### src/aaf_pkg.sv
// Package with the shared types, command codes and constants of the accumulator ALU.
package aaf_pkg;

  localparam int unsigned DataWidth = 8;
  localparam int unsigned CmdWidth  = 5;

  typedef logic [DataWidth-1:0] byte_t;

  // Byte mask, used to form the one's complement of the operand for subtract.
  localparam byte_t ByteMask = 8'hFF;

  typedef enum logic [CmdWidth-1:0] {
    CMD_LDA = 5'd0,
    CMD_LDX = 5'd1,
    CMD_LDY = 5'd2,
    CMD_AND = 5'd3,
    CMD_EOR = 5'd4,
    CMD_ORA = 5'd5,
    CMD_BIT = 5'd6,
    CMD_ADC = 5'd7,
    CMD_SBC = 5'd8,
    CMD_CMP = 5'd9,
    CMD_CPX = 5'd10,
    CMD_CPY = 5'd11,
    CMD_INX = 5'd12,
    CMD_DEX = 5'd13,
    CMD_INY = 5'd14,
    CMD_DEY = 5'd15,
    CMD_INC = 5'd16,
    CMD_DEC = 5'd17,
    CMD_ASL = 5'd18,
    CMD_LSR = 5'd19,
    CMD_ROL = 5'd20,
    CMD_ROR = 5'd21
  } cmd_t;

  typedef struct packed {
    byte_t acc;
    byte_t idx_x;
    byte_t idx_y;
    logic  carry;
    logic  zero;
    logic  overflow;
    logic  negative;
  } arch_t;

  typedef struct packed {
    logic [CmdWidth-1:0] command;
    byte_t               operand;
    logic                to_accumulator;
    logic                decimal_flag;
  } item_t;

  typedef struct packed {
    byte_t value_out;
    logic  write_memory;
    logic  carry_out;
    logic  zero_out;
    logic  overflow_out;
    logic  negative_out;
    logic  decimal_error;
  } result_t;

endpackage

### src/aaf_if.sv
// Valid/ready channel interfaces for instruction items and their results.
interface aaf_item_if;
  logic                          valid;
  logic                          ready;
  logic [aaf_pkg::CmdWidth-1:0]  command;
  aaf_pkg::byte_t                operand;
  logic                          to_accumulator;
  logic                          decimal_flag;

  modport source (output valid, command, operand, to_accumulator, decimal_flag, input ready);
  modport sink   (input valid, command, operand, to_accumulator, decimal_flag, output ready);
endinterface

interface aaf_result_if;
  logic           valid;
  logic           ready;
  aaf_pkg::byte_t value_out;
  logic           write_memory;
  logic           carry_out;
  logic           zero_out;
  logic           overflow_out;
  logic           negative_out;
  logic           decimal_error;

  modport source (output valid, value_out, write_memory, carry_out, zero_out, overflow_out,
                  negative_out, decimal_error, input ready);
  modport sink   (input valid, value_out, write_memory, carry_out, zero_out, overflow_out,
                  negative_out, decimal_error, output ready);
endinterface

### src/accumulator_alu_with_flags.sv
// Top level of the 8-bit accumulator ALU with N, Z, C and V flags.
//
//   Channel  Direction  Payload
//   item     sink       command, operand, to_accumulator, decimal_flag
//   result   source     value_out, write_memory, carry/zero/overflow/negative, decimal_error
//
// An accepted item lands in the input register and is executed by the combinational logic
// against the architectural registers once the result register can take its result; the
// architectural registers update at the same edge as the result register loads.
// Items may be transferred back to back, one per cycle, sustained while the result side is ready.
// Reset clears the accumulator, index registers, flags and both valid bits.
// When the result is stalled, the input register still takes one more item and then
// holds it; the state is only committed when the result register can take the result.
module accumulator_alu_with_flags (
  input  logic                clk,
  input  logic                rst,
  aaf_item_if.sink            item,
  aaf_result_if.source        result
);

  // Input register.
  logic             in_valid;
  aaf_pkg::item_t   in_item;

  // Result register.
  logic             out_valid;
  aaf_pkg::result_t out_res;

  aaf_pkg::arch_t   arch_cur;
  aaf_pkg::arch_t   arch_next;
  aaf_pkg::result_t res_next;

  // The held item executes when the result register is empty or its result is
  // being transferred out in this cycle.
  logic advance;
  assign advance    = in_valid && (!out_valid || result.ready);
  assign item.ready = !in_valid || advance;

  always_ff @(posedge clk) begin
    if (rst) begin
      in_valid <= 1'b0;
    end else if (item.ready) begin
      in_valid <= item.valid;
    end
  end

  always_ff @(posedge clk) begin
    if (item.valid && item.ready) begin
      in_item.command        <= item.command;
      in_item.operand        <= item.operand;
      in_item.to_accumulator <= item.to_accumulator;
      in_item.decimal_flag   <= item.decimal_flag;
    end
  end

  aaf_alu u_alu (
    .item (in_item),
    .cur  (arch_cur),
    .nxt  (arch_next),
    .res  (res_next)
  );

  aaf_state u_state (
    .clk    (clk),
    .rst    (rst),
    .commit (advance),
    .nxt    (arch_next),
    .cur    (arch_cur)
  );

  always_ff @(posedge clk) begin
    if (rst) begin
      out_valid <= 1'b0;
    end else if (advance) begin
      out_valid <= 1'b1;
    end else if (result.ready) begin
      out_valid <= 1'b0;
    end
  end

  always_ff @(posedge clk) begin
    if (advance) begin
      out_res <= res_next;
    end
  end

  assign result.valid         = out_valid;
  assign result.value_out     = out_res.value_out;
  assign result.write_memory  = out_res.write_memory;
  assign result.carry_out     = out_res.carry_out;
  assign result.zero_out      = out_res.zero_out;
  assign result.overflow_out  = out_res.overflow_out;
  assign result.negative_out  = out_res.negative_out;
  assign result.decimal_error = out_res.decimal_error;

endmodule

### src/aaf_alu.sv
// Combinational execute logic: next architectural state and result for one item.
module aaf_alu (
  input  aaf_pkg::item_t   item,
  input  aaf_pkg::arch_t   cur,
  output aaf_pkg::arch_t   nxt,
  output aaf_pkg::result_t res
);

  aaf_pkg::cmd_t  cmd;
  aaf_pkg::byte_t add_b;
  logic [8:0]     add_sum;
  aaf_pkg::byte_t cmp_reg;
  logic [8:0]     cmp_diff;
  aaf_pkg::byte_t step_src;
  aaf_pkg::byte_t step_res;
  aaf_pkg::byte_t shift_src;
  aaf_pkg::byte_t shl_value;
  aaf_pkg::byte_t shr_value;
  aaf_pkg::byte_t value;
  logic           set_nz;

  assign cmd = aaf_pkg::cmd_t'(item.command);

  // Subtract is add of the complemented operand with the carry as not-borrow.
  assign add_b   = (cmd == aaf_pkg::CMD_SBC) ? (item.operand ^ aaf_pkg::ByteMask) : item.operand;
  assign add_sum = {1'b0, cur.acc} + {1'b0, add_b} + {8'd0, cur.carry};

  always_comb begin
    case (cmd)
      aaf_pkg::CMD_CPX: cmp_reg = cur.idx_x;
      aaf_pkg::CMD_CPY: cmp_reg = cur.idx_y;
      default:          cmp_reg = cur.acc;
    endcase
  end
  // Bit 8 is the borrow, so carry is set when the register is not below the operand.
  assign cmp_diff = {1'b0, cmp_reg} - {1'b0, item.operand};

  always_comb begin
    case (cmd)
      aaf_pkg::CMD_INX, aaf_pkg::CMD_DEX: step_src = cur.idx_x;
      aaf_pkg::CMD_INY, aaf_pkg::CMD_DEY: step_src = cur.idx_y;
      default:                            step_src = item.operand;
    endcase
  end
  assign step_res = (cmd == aaf_pkg::CMD_DEX || cmd == aaf_pkg::CMD_DEY ||
                     cmd == aaf_pkg::CMD_DEC) ? step_src - 8'd1 : step_src + 8'd1;

  assign shift_src = item.to_accumulator ? cur.acc : item.operand;
  assign shl_value = {shift_src[6:0], (cmd == aaf_pkg::CMD_ROL) & cur.carry};
  assign shr_value = {(cmd == aaf_pkg::CMD_ROR) & cur.carry, shift_src[7:1]};

  always_comb begin
    nxt                = cur;
    value              = cur.acc;
    set_nz             = 1'b0;
    res.write_memory   = 1'b0;
    res.decimal_error  = 1'b0;
    case (cmd)
      aaf_pkg::CMD_LDA: begin
        nxt.acc = item.operand;
        value   = item.operand;
        set_nz  = 1'b1;
      end
      aaf_pkg::CMD_LDX: begin
        nxt.idx_x = item.operand;
        value     = item.operand;
        set_nz    = 1'b1;
      end
      aaf_pkg::CMD_LDY: begin
        nxt.idx_y = item.operand;
        value     = item.operand;
        set_nz    = 1'b1;
      end
      aaf_pkg::CMD_AND: begin
        value   = cur.acc & item.operand;
        nxt.acc = value;
        set_nz  = 1'b1;
      end
      aaf_pkg::CMD_EOR: begin
        value   = cur.acc ^ item.operand;
        nxt.acc = value;
        set_nz  = 1'b1;
      end
      aaf_pkg::CMD_ORA: begin
        value   = cur.acc | item.operand;
        nxt.acc = value;
        set_nz  = 1'b1;
      end
      aaf_pkg::CMD_BIT: begin
        nxt.zero     = ((cur.acc & item.operand) == 8'd0);
        nxt.overflow = item.operand[6];
        nxt.negative = item.operand[7];
      end
      aaf_pkg::CMD_ADC, aaf_pkg::CMD_SBC: begin
        if (item.decimal_flag) begin
          // Decimal arithmetic is not supported: report it and leave all state alone.
          res.decimal_error = 1'b1;
        end else begin
          value        = add_sum[7:0];
          nxt.acc      = add_sum[7:0];
          nxt.carry    = add_sum[8];
          nxt.overflow = ~(cur.acc[7] ^ add_b[7]) & (cur.acc[7] ^ add_sum[7]);
          set_nz       = 1'b1;
        end
      end
      aaf_pkg::CMD_CMP, aaf_pkg::CMD_CPX, aaf_pkg::CMD_CPY: begin
        value     = cmp_diff[7:0];
        nxt.carry = ~cmp_diff[8];
        set_nz    = 1'b1;
      end
      aaf_pkg::CMD_INX, aaf_pkg::CMD_DEX: begin
        nxt.idx_x = step_res;
        value     = step_res;
        set_nz    = 1'b1;
      end
      aaf_pkg::CMD_INY, aaf_pkg::CMD_DEY: begin
        nxt.idx_y = step_res;
        value     = step_res;
        set_nz    = 1'b1;
      end
      aaf_pkg::CMD_INC, aaf_pkg::CMD_DEC: begin
        value            = step_res;
        res.write_memory = 1'b1;
        set_nz           = 1'b1;
      end
      aaf_pkg::CMD_ASL, aaf_pkg::CMD_ROL: begin
        value     = shl_value;
        nxt.carry = shift_src[7];
        set_nz    = 1'b1;
        if (item.to_accumulator) begin
          nxt.acc = shl_value;
        end else begin
          res.write_memory = 1'b1;
        end
      end
      aaf_pkg::CMD_LSR, aaf_pkg::CMD_ROR: begin
        value     = shr_value;
        nxt.carry = shift_src[0];
        set_nz    = 1'b1;
        if (item.to_accumulator) begin
          nxt.acc = shr_value;
        end else begin
          res.write_memory = 1'b1;
        end
      end
      default: begin
        value = cur.acc;
      end
    endcase
    if (set_nz) begin
      nxt.zero     = (value == 8'd0);
      nxt.negative = value[7];
    end
    res.value_out    = value;
    res.carry_out    = nxt.carry;
    res.zero_out     = nxt.zero;
    res.overflow_out = nxt.overflow;
    res.negative_out = nxt.negative;
  end

endmodule

### src/aaf_state.sv
// Architectural registers: accumulator, index registers and status flags.
module aaf_state (
  input  logic           clk,
  input  logic           rst,
  input  logic           commit,
  input  aaf_pkg::arch_t nxt,
  output aaf_pkg::arch_t cur
);

  always_ff @(posedge clk) begin
    if (rst) begin
      cur <= '0;
    end else if (commit) begin
      cur <= nxt;
    end
  end

endmodule

### src/flat_wrapper.sv
// flat-port wrapper written by rule: the top's interface ports become plain ports
module accumulator_alu_with_flags_flat 
  (clk, rst, item_valid, item_command, item_operand, item_to_accumulator, item_decimal_flag, item_ready, result_valid, result_value_out, result_write_memory, result_carry_out, result_zero_out, result_overflow_out, result_negative_out, result_decimal_error, result_ready);
  aaf_item_if item_i ();
  aaf_result_if result_i ();
  input  logic clk;
  input  logic rst;
  input wire logic [$bits(item_i.valid)-1:0] item_valid;
  input wire logic [$bits(item_i.command)-1:0] item_command;
  input wire logic [$bits(item_i.operand)-1:0] item_operand;
  input wire logic [$bits(item_i.to_accumulator)-1:0] item_to_accumulator;
  input wire logic [$bits(item_i.decimal_flag)-1:0] item_decimal_flag;
  output wire logic [$bits(item_i.ready)-1:0] item_ready;
  output wire logic [$bits(result_i.valid)-1:0] result_valid;
  output wire logic [$bits(result_i.value_out)-1:0] result_value_out;
  output wire logic [$bits(result_i.write_memory)-1:0] result_write_memory;
  output wire logic [$bits(result_i.carry_out)-1:0] result_carry_out;
  output wire logic [$bits(result_i.zero_out)-1:0] result_zero_out;
  output wire logic [$bits(result_i.overflow_out)-1:0] result_overflow_out;
  output wire logic [$bits(result_i.negative_out)-1:0] result_negative_out;
  output wire logic [$bits(result_i.decimal_error)-1:0] result_decimal_error;
  input wire logic [$bits(result_i.ready)-1:0] result_ready;
  assign item_i.valid = item_valid;
  assign item_i.command = item_command;
  assign item_i.operand = item_operand;
  assign item_i.to_accumulator = item_to_accumulator;
  assign item_i.decimal_flag = item_decimal_flag;
  assign item_ready = item_i.ready;
  assign result_valid = result_i.valid;
  assign result_value_out = result_i.value_out;
  assign result_write_memory = result_i.write_memory;
  assign result_carry_out = result_i.carry_out;
  assign result_zero_out = result_i.zero_out;
  assign result_overflow_out = result_i.overflow_out;
  assign result_negative_out = result_i.negative_out;
  assign result_decimal_error = result_i.decimal_error;
  assign result_i.ready = result_ready;
  accumulator_alu_with_flags u_core (.clk(clk), .rst(rst), .item(item_i), .result(result_i));
endmodule
### config.mk
export PLATFORM = sky130hd
export DESIGN_NAME = accumulator_alu_with_flags_flat
export DESIGN_NICKNAME = d
export VERILOG_FILES = /design/src/aaf_pkg.sv /design/src/aaf_if.sv /design/src/accumulator_alu_with_flags.sv /design/src/aaf_alu.sv /design/src/aaf_state.sv /design/src/flat_wrapper.sv
export SDC_FILE = /design/constraint.sdc
export NUM_CORES = 1
export LEC_CHECK = 0
export BUFFER_PORTS_ARGS = -buffer_cell sky130_fd_sc_hd__buf_2
export CORE_ASPECT_RATIO = 1.25
export CORE_MARGIN = 2
export CORE_UTILIZATION = 45
export CTS_CLUSTER_DIAMETER = 30
export DETAILED_ROUTE_END_ITERATION = 10
export HOLD_SLACK_MARGIN = 0.08
export PLACE_DENSITY = 0.74
export SYNTH_ARGS = -nofsm -noshare
export SYNTH_HDL_FRONTEND = slang
export SYNTH_SLANG_ARGS = --single-unit
### constraint.sdc
create_clock -name clk -period 4.7 [get_ports clk]
set_input_delay 0.94 -clock clk [delete_from_list [all_inputs] [get_ports clk]]
set_output_delay 0.94 -clock clk [all_outputs]
set_load 0.01 [all_outputs]
==> flow_metrics.py, run 1 <==
metrics = {
    "setup_path": {
        "start_kind": "flop",
        "crit_required_ns": 4.96,
        "critical_path.top_delay_family": "compound AO/OA/AOI/OAI gates",
        "cp_slowest_cell": "or4b_4",
        "crit_buf_inv": 0,
        "crit_path_max_fanout": 3,
        "worstPathCellList": "nor3b_1 -> nand2_1 -> xnor2_1 -> fa_1 -> fa_1 -> xor2_1 -> mux2i_1 -> o221ai_1 -> o41a_1 -> or4b_4 -> a2111oi_4 -> a41oi_2 -> a211oi_2",
        "r2r_cells": 13,
        "worstSetupPathType": "flop to flop",
        "path_depth": 13,
        "end_kind": "flop",
        "crit_path_frequent_cell": "fa_1",
        "cp.arrival_ns": 4.55,
        "cp_slowest_stage_delay_ns": 0.52,
    },
    "pwr": {
        "p_per_area_mw_per_mm2": 279,
        "leakagePower_nw": 2.34,
        "ir_drop_v": 0.000146,
    },
    "routing": {
        "drt_iter0_markers": 610,
        "drt_pass1_iterations": 6,
        "drt_wl_total_microns": 15800,
        "ant_nets": 0,
        "num_vias": 5053,
        "viasPerCell": 6.44,
        "drc": 0,
        "avgRoutedWirePerCell_microns": 20.2,
    },
    "clock_network": {
        "post_cts_resized": 0,
        "htreeDepth": 3,
        "cts_root_buffer": "clkbuf_16",
        "clkLatencyLatePin_ns": 0.34,
        "cts_tree": "built",
        "cts_hold_buf": 0,
        "clock_sinks": 59,
        "path_clk_slew_ns": 0.05,
        "cts_buffers": 9,
        "cts_buffer_depth": 2,
        "post_cts_buffers": 0,
    },
    "global_routing": {
        "grt_pass1_wl_microns": 25100,
        "first_global_vias": 4937,
        "grt-ovfl-total": 0,
        "gr-usage-all-layers_pct": 25.4,
        "grt_max_degree": 37,
        "antenna_found_initial": 0,
    },
    "hold_path": {
        "hold_class": "flop to flop",
        "min_delay_path_depth": 1,
    },
    "timing": {
        "fmax_ghz": 0.233,
        "clock_skew_ns": 0.0105,
        "rsz0062_at_grt": "false",
        "hold_viol": 0,
        "setup_viol": 0,
        "tns_ns": 0,
        "layout_min_cycle_time_ns": 4.29,
        "max-slew-margin-rel_pct": 40.7,
        "post-route-period-util_pct": 91.3,
        "worst_pin_slew_ns": 0.889,
        "drv_slew": 0,
    },
    "yosys": {
        "ys_top_cells_by_count": "nor2_1, a21oi_1, nand2_1, ha_1",
        "async_flop_share_pct": 0,
        "yosysUniqueCellTypes": 84,
        "synth_top_cell_by_area": "edfxtp_1",
        "syn_area_sq_mm": 0.00528,
        "ys_seq_elements": 59,
        "synth_top_area_share_pct": 16.5,
        "syn_inst": 623,
        "synthMostInstantiatedCell": "nor2_1",
        "syn_avg_cell_area_sq_um": 8.48,
        "seq_area_frac_synth_pct": 27.9,
        "synth_edf_count": 29,
        "yosys_warnings": 0,
        "synth-main-ff-cell": "dfxtp_1",
        "yosys-top-cells-area": "edfxtp_1, dfxtp_1, ha_1",
        "syn-num-nets": 683,
    },
    "cells_and_area": {
        "antennaDiodeCount": 0,
        "post_route_cells_drive_above_1_share_pct": 15.0,
        "multi_input_area_sq_mm": 0.00351,
        "final_cells": 785,
        "nNetsFinal": 702,
        "syn2layout_area_growth_pct": 10.5,
        "num-fill-cells": 1083,
        "regArea_sq_mm": 0.00147,
    },
    "floorplan": {
        "die_w_microns": 101,
        "start_util_pct": 45.7,
        "ios": 35,
        "die-height_microns": 125,
        "rows": 44,
        "core_sq_mm": 0.0116,
        "dieArea_sq_mm": 0.0126,
    },
    "place": {
        "gp_congestion": 1.06,
        "dp_hpwl_microns": 11600,
        "port_buffers": 34,
        "dp.cells": 769,
    },
    "flow_run": {
        "drv_cap": 0,
    },
    "run_status": {
        "outcome": "finished clean",
    },
}
routing by layer:
| layer | global-route usage [%] | vias up | part of all wire, % |
|---|---|---|---|
| li1 | - | 2355 | - |
| met5 | 0 | - | 0 |
| met1 | 29.4 | 2396 | 39 |
| met4 | 15.4 | 0 | 4.7 |
| met3 | 5.20 | 52 | 7.0 |
| met2 | 42.4 | 250 | 50 |
report_power, final:
part	internal, mW	total, mW	switching (mW)
clock	0.405	0.638	0.233
sequential	0.570	0.606	0.0359
combinational	0.152	0.386	0.234
state kept, by name, summed over array words and instances, names as in the netlist:
signal,count
u_core.u_state.cur,28
u_core.in_item,15
u_core.result.value_out,8
u_core.in_valid,1
u_core.result.carry_out,1
u_core.result.decimal_error,1
u_core.result.negative_out,1
u_core.result.overflow_out,1
u_core.result.valid,1
u_core.result.write_memory,1
u_core.result.zero_out,1
area by class of cell:
type | instances | share of cell area [%]
clock buffers | 10 | 3.92
clock inverters | 6 | 0.965
inverters | 32 | 2.06
multi-input cells | 492 | 60.2
flip-flops and latches | 59 | 25.2
well taps | 138 | 2.96
repair buffers | 48 | 4.72
kinds of logic after synthesis:
| group | count (synthesis) | synth area share, % |
|---|---|---|
| multiplexers | 35 | 6.75 |
| AO/OA/AOI/OAI | 183 | 25.2 |
| flip-flops | 59 | 27.9 |
| adder cells (fa/ha/maj) | 42 | 10.5 |
| AND/OR/NAND/NOR | 213 | 20.7 |
| buffers and inverters | 72 | 5.92 |
| XOR/XNOR | 19 | 3.15 |
cell usage in the layout (no fill, tap or decap), drive strengths merged, types with 22 or more instances in the layout:
cell / instances
a21oi: 50
nor2: 67
ha: 37
inv: 32
nand2: 40
o21ai: 25
buf: 48
nand3: 22
mux2i: 30
edfxtp: 29
dfxtp: 30
path summary, 6_finish.rpt:
| path | startpoint | to | slack [ns] |
|---|---|---|---|
| max | u_core.in_item[12] | u_core.u_state.cur[2] | 0.41 |
| min | u_core.u_state.cur[12] | u_core.u_state.cur[12] | 0.51 |
| max reg2reg | u_core.in_item[12] | u_core.u_state.cur[2] | 0.41 |
| min reg2reg | u_core.u_state.cur[12] | u_core.u_state.cur[12] | 0.51 |
per-stage QoR:
step | total power, mW | util [%] | worst slack [ns] | hold slack [ns] | cell area [sq um]
floorplan | 0.885 | - | 0.192 | 0.465 | 5280
global placement | 0.975 | 48.0 | 0.582 | 0.497 | 5550
detailed placement | 0.987 | 48.0 | 0.495 | 0.507 | 5550
CTS | 1.63 | 50.5 | 0.432 | 0.517 | 5840
global route | 1.70 | 50.5 | 0.0861 | 0.534 | 5840
finish | 1.63 | 50.5 | 0.407 | 0.515 | 5840
No activity file was read; power rests on OpenSTA's default activity.
==> inputs of run 2 (changes only) <==
--- a/config.mk
+++ b/config.mk
@@ -6,13 +6,15 @@
 export NUM_CORES = 1
 export LEC_CHECK = 0
 export BUFFER_PORTS_ARGS = -buffer_cell sky130_fd_sc_hd__buf_2
+export CELL_PAD_IN_SITES_DETAIL_PLACEMENT = 1
+export CELL_PAD_IN_SITES_GLOBAL_PLACEMENT = 1
 export CORE_ASPECT_RATIO = 1.25
 export CORE_MARGIN = 2
-export CORE_UTILIZATION = 45
+export CORE_UTILIZATION = 43
 export CTS_CLUSTER_DIAMETER = 30
 export DETAILED_ROUTE_END_ITERATION = 10
 export HOLD_SLACK_MARGIN = 0.08
-export PLACE_DENSITY = 0.74
+export PLACE_DENSITY = 0.87
 export SYNTH_ARGS = -nofsm -noshare
 export SYNTH_HDL_FRONTEND = slang
 export SYNTH_SLANG_ARGS = --single-unit
==> run 2 against run 1 <==
- sequential share of layout area down 0.21 points
- die area up 4.5%
- power up 0.60%
- worst hold slack worse by 0.0060 ns
- combinational power up 5.2%
- critical path depth unchanged
- register-to-register slack worse by 0.03 ns
- clock power down 1%
- utilization down 1.6 points
- wire length up 18%
- cell area up 0.86%
- sequential power about the same
- highest routed layer unchanged
==> flow_metrics.py, run 2 (same netlist as run 1, synthesis figures left out) <==
metrics = {
    "setup_path": {
        "r2r_end": "u_core.u_state.cur[2]",
        "endpoint": "u_core.u_state.cur[2]",
        "r2r_cells": 13,
        "worstSetupPathType": "flop to flop",
        "r2r-start": "u_core.in_item[12]",
        "path_depth": 13,
        "end_kind": "flop",
        "cp_slowest_cell": "or4b_4",
        "critical_path.top_delay_family": "compound AO/OA/AOI/OAI gates",
        "cp_slowest_stage_delay_ns": 0.50,
        "start_kind": "flop",
        "crit_path_max_fanout": 30,
        "crit_buf_inv": 3,
        "ff2ff_setup_slack_ns": 0.38,
        "crit_required_ns": 4.96,
        "worstPathCellList": "buf_4 -> and3b_1 -> buf_4 -> mux2i_1 -> inv_2 -> fa_1 -> xnor2_1 -> o2111ai_1 -> o41a_1 -> or4b_4 -> a2111oi_4 -> a41oi_2 -> a211oi_2",
        "cp.arrival_ns": 4.58,
        "crit_path_frequent_cell": "buf_4",
        "cp-startpoint": "u_core.in_item[12]",
    },
    "routing": {
        "viasPerCell": 6.39,
        "drt_iter0_markers": 410,
        "drt_wl_total_microns": 18600,
        "avgRoutedWirePerCell_microns": 22.9,
        "num_vias": 5199,
        "ant_nets": 0,
        "drt_pass1_iterations": 7,
        "drc": 0,
    },
    "clock_network": {
        "cts_root_buffer": "clkbuf_16",
        "cts_buffers": 9,
        "post_cts_buffers": 0,
        "htreeDepth": 3,
        "clkLatencyLatePin_ns": 0.34,
        "clock_sinks": 59,
        "post_cts_resized": 0,
        "cts_buffer_depth": 2,
        "cts_tree": "built",
        "path_clk_slew_ns": 0.06,
        "cts_hold_buf": 0,
    },
    "global_routing": {
        "grt_max_degree": 31,
        "antenna_found_initial": 0,
        "grt_pass1_wl_microns": 29200,
        "gr-usage-all-layers_pct": 29.0,
        "grt-ovfl-total": 0,
        "first_global_vias": 5521,
    },
    "timing": {
        "setup_viol": 0,
        "worst_pin_slew_ns": 1.14,
        "max-slew-margin-rel_pct": 23.9,
        "fmax_ghz": 0.231,
        "layout_min_cycle_time_ns": 4.32,
        "tns_ns": 0,
        "rsz0062_at_grt": "false",
        "post-route-period-util_pct": 92.0,
        "clock_skew_ns": 0.00401,
        "hold_ws_ns": 0.509,
        "drv_slew": 0,
        "hold_viol": 0,
    },
    "pwr": {
        "power_frac_comb_pct": 24.8,
        "seq_power_share_pct": 36.8,
        "p_total_mw": 1.64,
        "sw_frac_of_total_pct": 33.3,
        "p_per_area_mw_per_mm2": 279,
        "pwr-share-clk_pct": 38.4,
        "p_switching_mw": 0.546,
        "leakagePower_nw": 2.34,
        "ir_drop_v": 0.000140,
        "p_int_mw": 1.09,
    },
    "run_status": {
        "outcome": "finished clean",
    },
    "floorplan": {
        "start_util_pct": 43.8,
        "core_sq_mm": 0.0120,
        "die_w_microns": 103,
        "die-height_microns": 128,
        "ios": 35,
        "dieArea_sq_mm": 0.0132,
        "rows": 45,
    },
    "place": {
        "gp_congestion": 0.940,
        "port_buffers": 34,
        "dp_hpwl_microns": 13700,
        "place_area_sq_mm": 0.00560,
        "dp.cells": 797,
    },
    "cells_and_area": {
        "final_cell_mix": "nor2_1, a21oi_1, nand2_1, ha_1, buf_2",
        "max_flop_register": "u_core.u_state.cur",
        "syn2layout_area_growth_pct": 11.4,
        "num-fill-cells": 1475,
        "antennaDiodeCount": 0,
        "final_common_cell": "nor2_1",
        "largest_reg_flops": 28,
        "final_area_sq_mm": 0.00589,
        "final_cells": 813,
        "post_route_cells_drive_above_1_share_pct": 15.7,
        "nNetsFinal": 704,
    },
    "hold_path": {
        "hold_class": "flop to flop",
    },
    "flow_run": {
        "drv_cap": 0,
    },
}
==> run 2: cell types whose count changed in the layout (fill, tap and decap cells not counted), sizes merged <==
cell and delta:
bufinv -1, buf +2, clkinv -1, clkinvlp +2
==> run 2: worst min-delay path, stage by stage, from the launching register on <==
cell and delay (ns):
dfxtp_1 0.31, nor2_1 0.10, a211oi_1 0.05
==> run 2: through the flow <==
step / worst slack (ns) / utilization (%)
final: 0.376 / 48.8
after global routing: 0.212 / 48.8
after CTS: 0.202 / 48.8
after detailed placement: 0.279 / 46.5
after global placement: 0.303 / 46.5
after floorplan: 0.192 / -
==> run 2: how the worst min path moves through the flow <==
stage / slack, ns / startpoint / end / depth (start not counted)
6_report: 0.51 / u_core.u_state.cur[1] / u_core.u_state.cur[1] / 2
3_5_place_dp: 0.51 / u_core.u_state.cur[1] / u_core.u_state.cur[1] / 2
3_3_place_gp: 0.49 / u_core.u_state.cur[4] / u_core.u_state.cur[4] / 1
4_1_cts: 0.51 / u_core.u_state.cur[1] / u_core.u_state.cur[1] / 2
5_1_grt: 0.55 / u_core.u_state.cur[12] / u_core.u_state.cur[12] / 1
2_1_floorplan: 0.47 / u_core.u_state.cur[4] / u_core.u_state.cur[4] / 1
==> run 2: power groups by stage <==
stage / clock, mW / combinational, mW / sequential (mW)
after floorplan: 0 / 0.288 / 0.597
after global placement: 0 / 0.371 / 0.611
after detailed placement: 0 / 0.393 / 0.613
after CTS: 0.632 / 0.398 / 0.603
after global routing: 0.649 / 0.440 / 0.607
final: 0.629 / 0.406 / 0.604
==> run 2: per-layer routing <==
| metal | vias to the layer above | part of all wire (%) | global-route usage, % |
|---|---|---|---|
| li1 | 2363 | - | - |
| met1 | 2562 | 39 | 33.9 |
| met2 | 208 | 51 | 50.2 |
| met3 | 66 | 5.3 | 4.74 |
| met4 | 0 | 4.4 | 15.2 |
| met5 | - | 0 | 0 |
==> run 2: area by class of cell <==
type / instances / area [sq um] / area share [%]
multi-input combinational: 492 / 3520 / 59.8
inverter: 32 / 120 / 2.04
sequential: 59 / 1470 / 25.0
clock buffer: 10 / 239 / 4.06
clock inverter: 6 / 41.3 / 0.702
tap: 164 / 205 / 3.49
timing repair buffer: 50 / 290 / 4.93
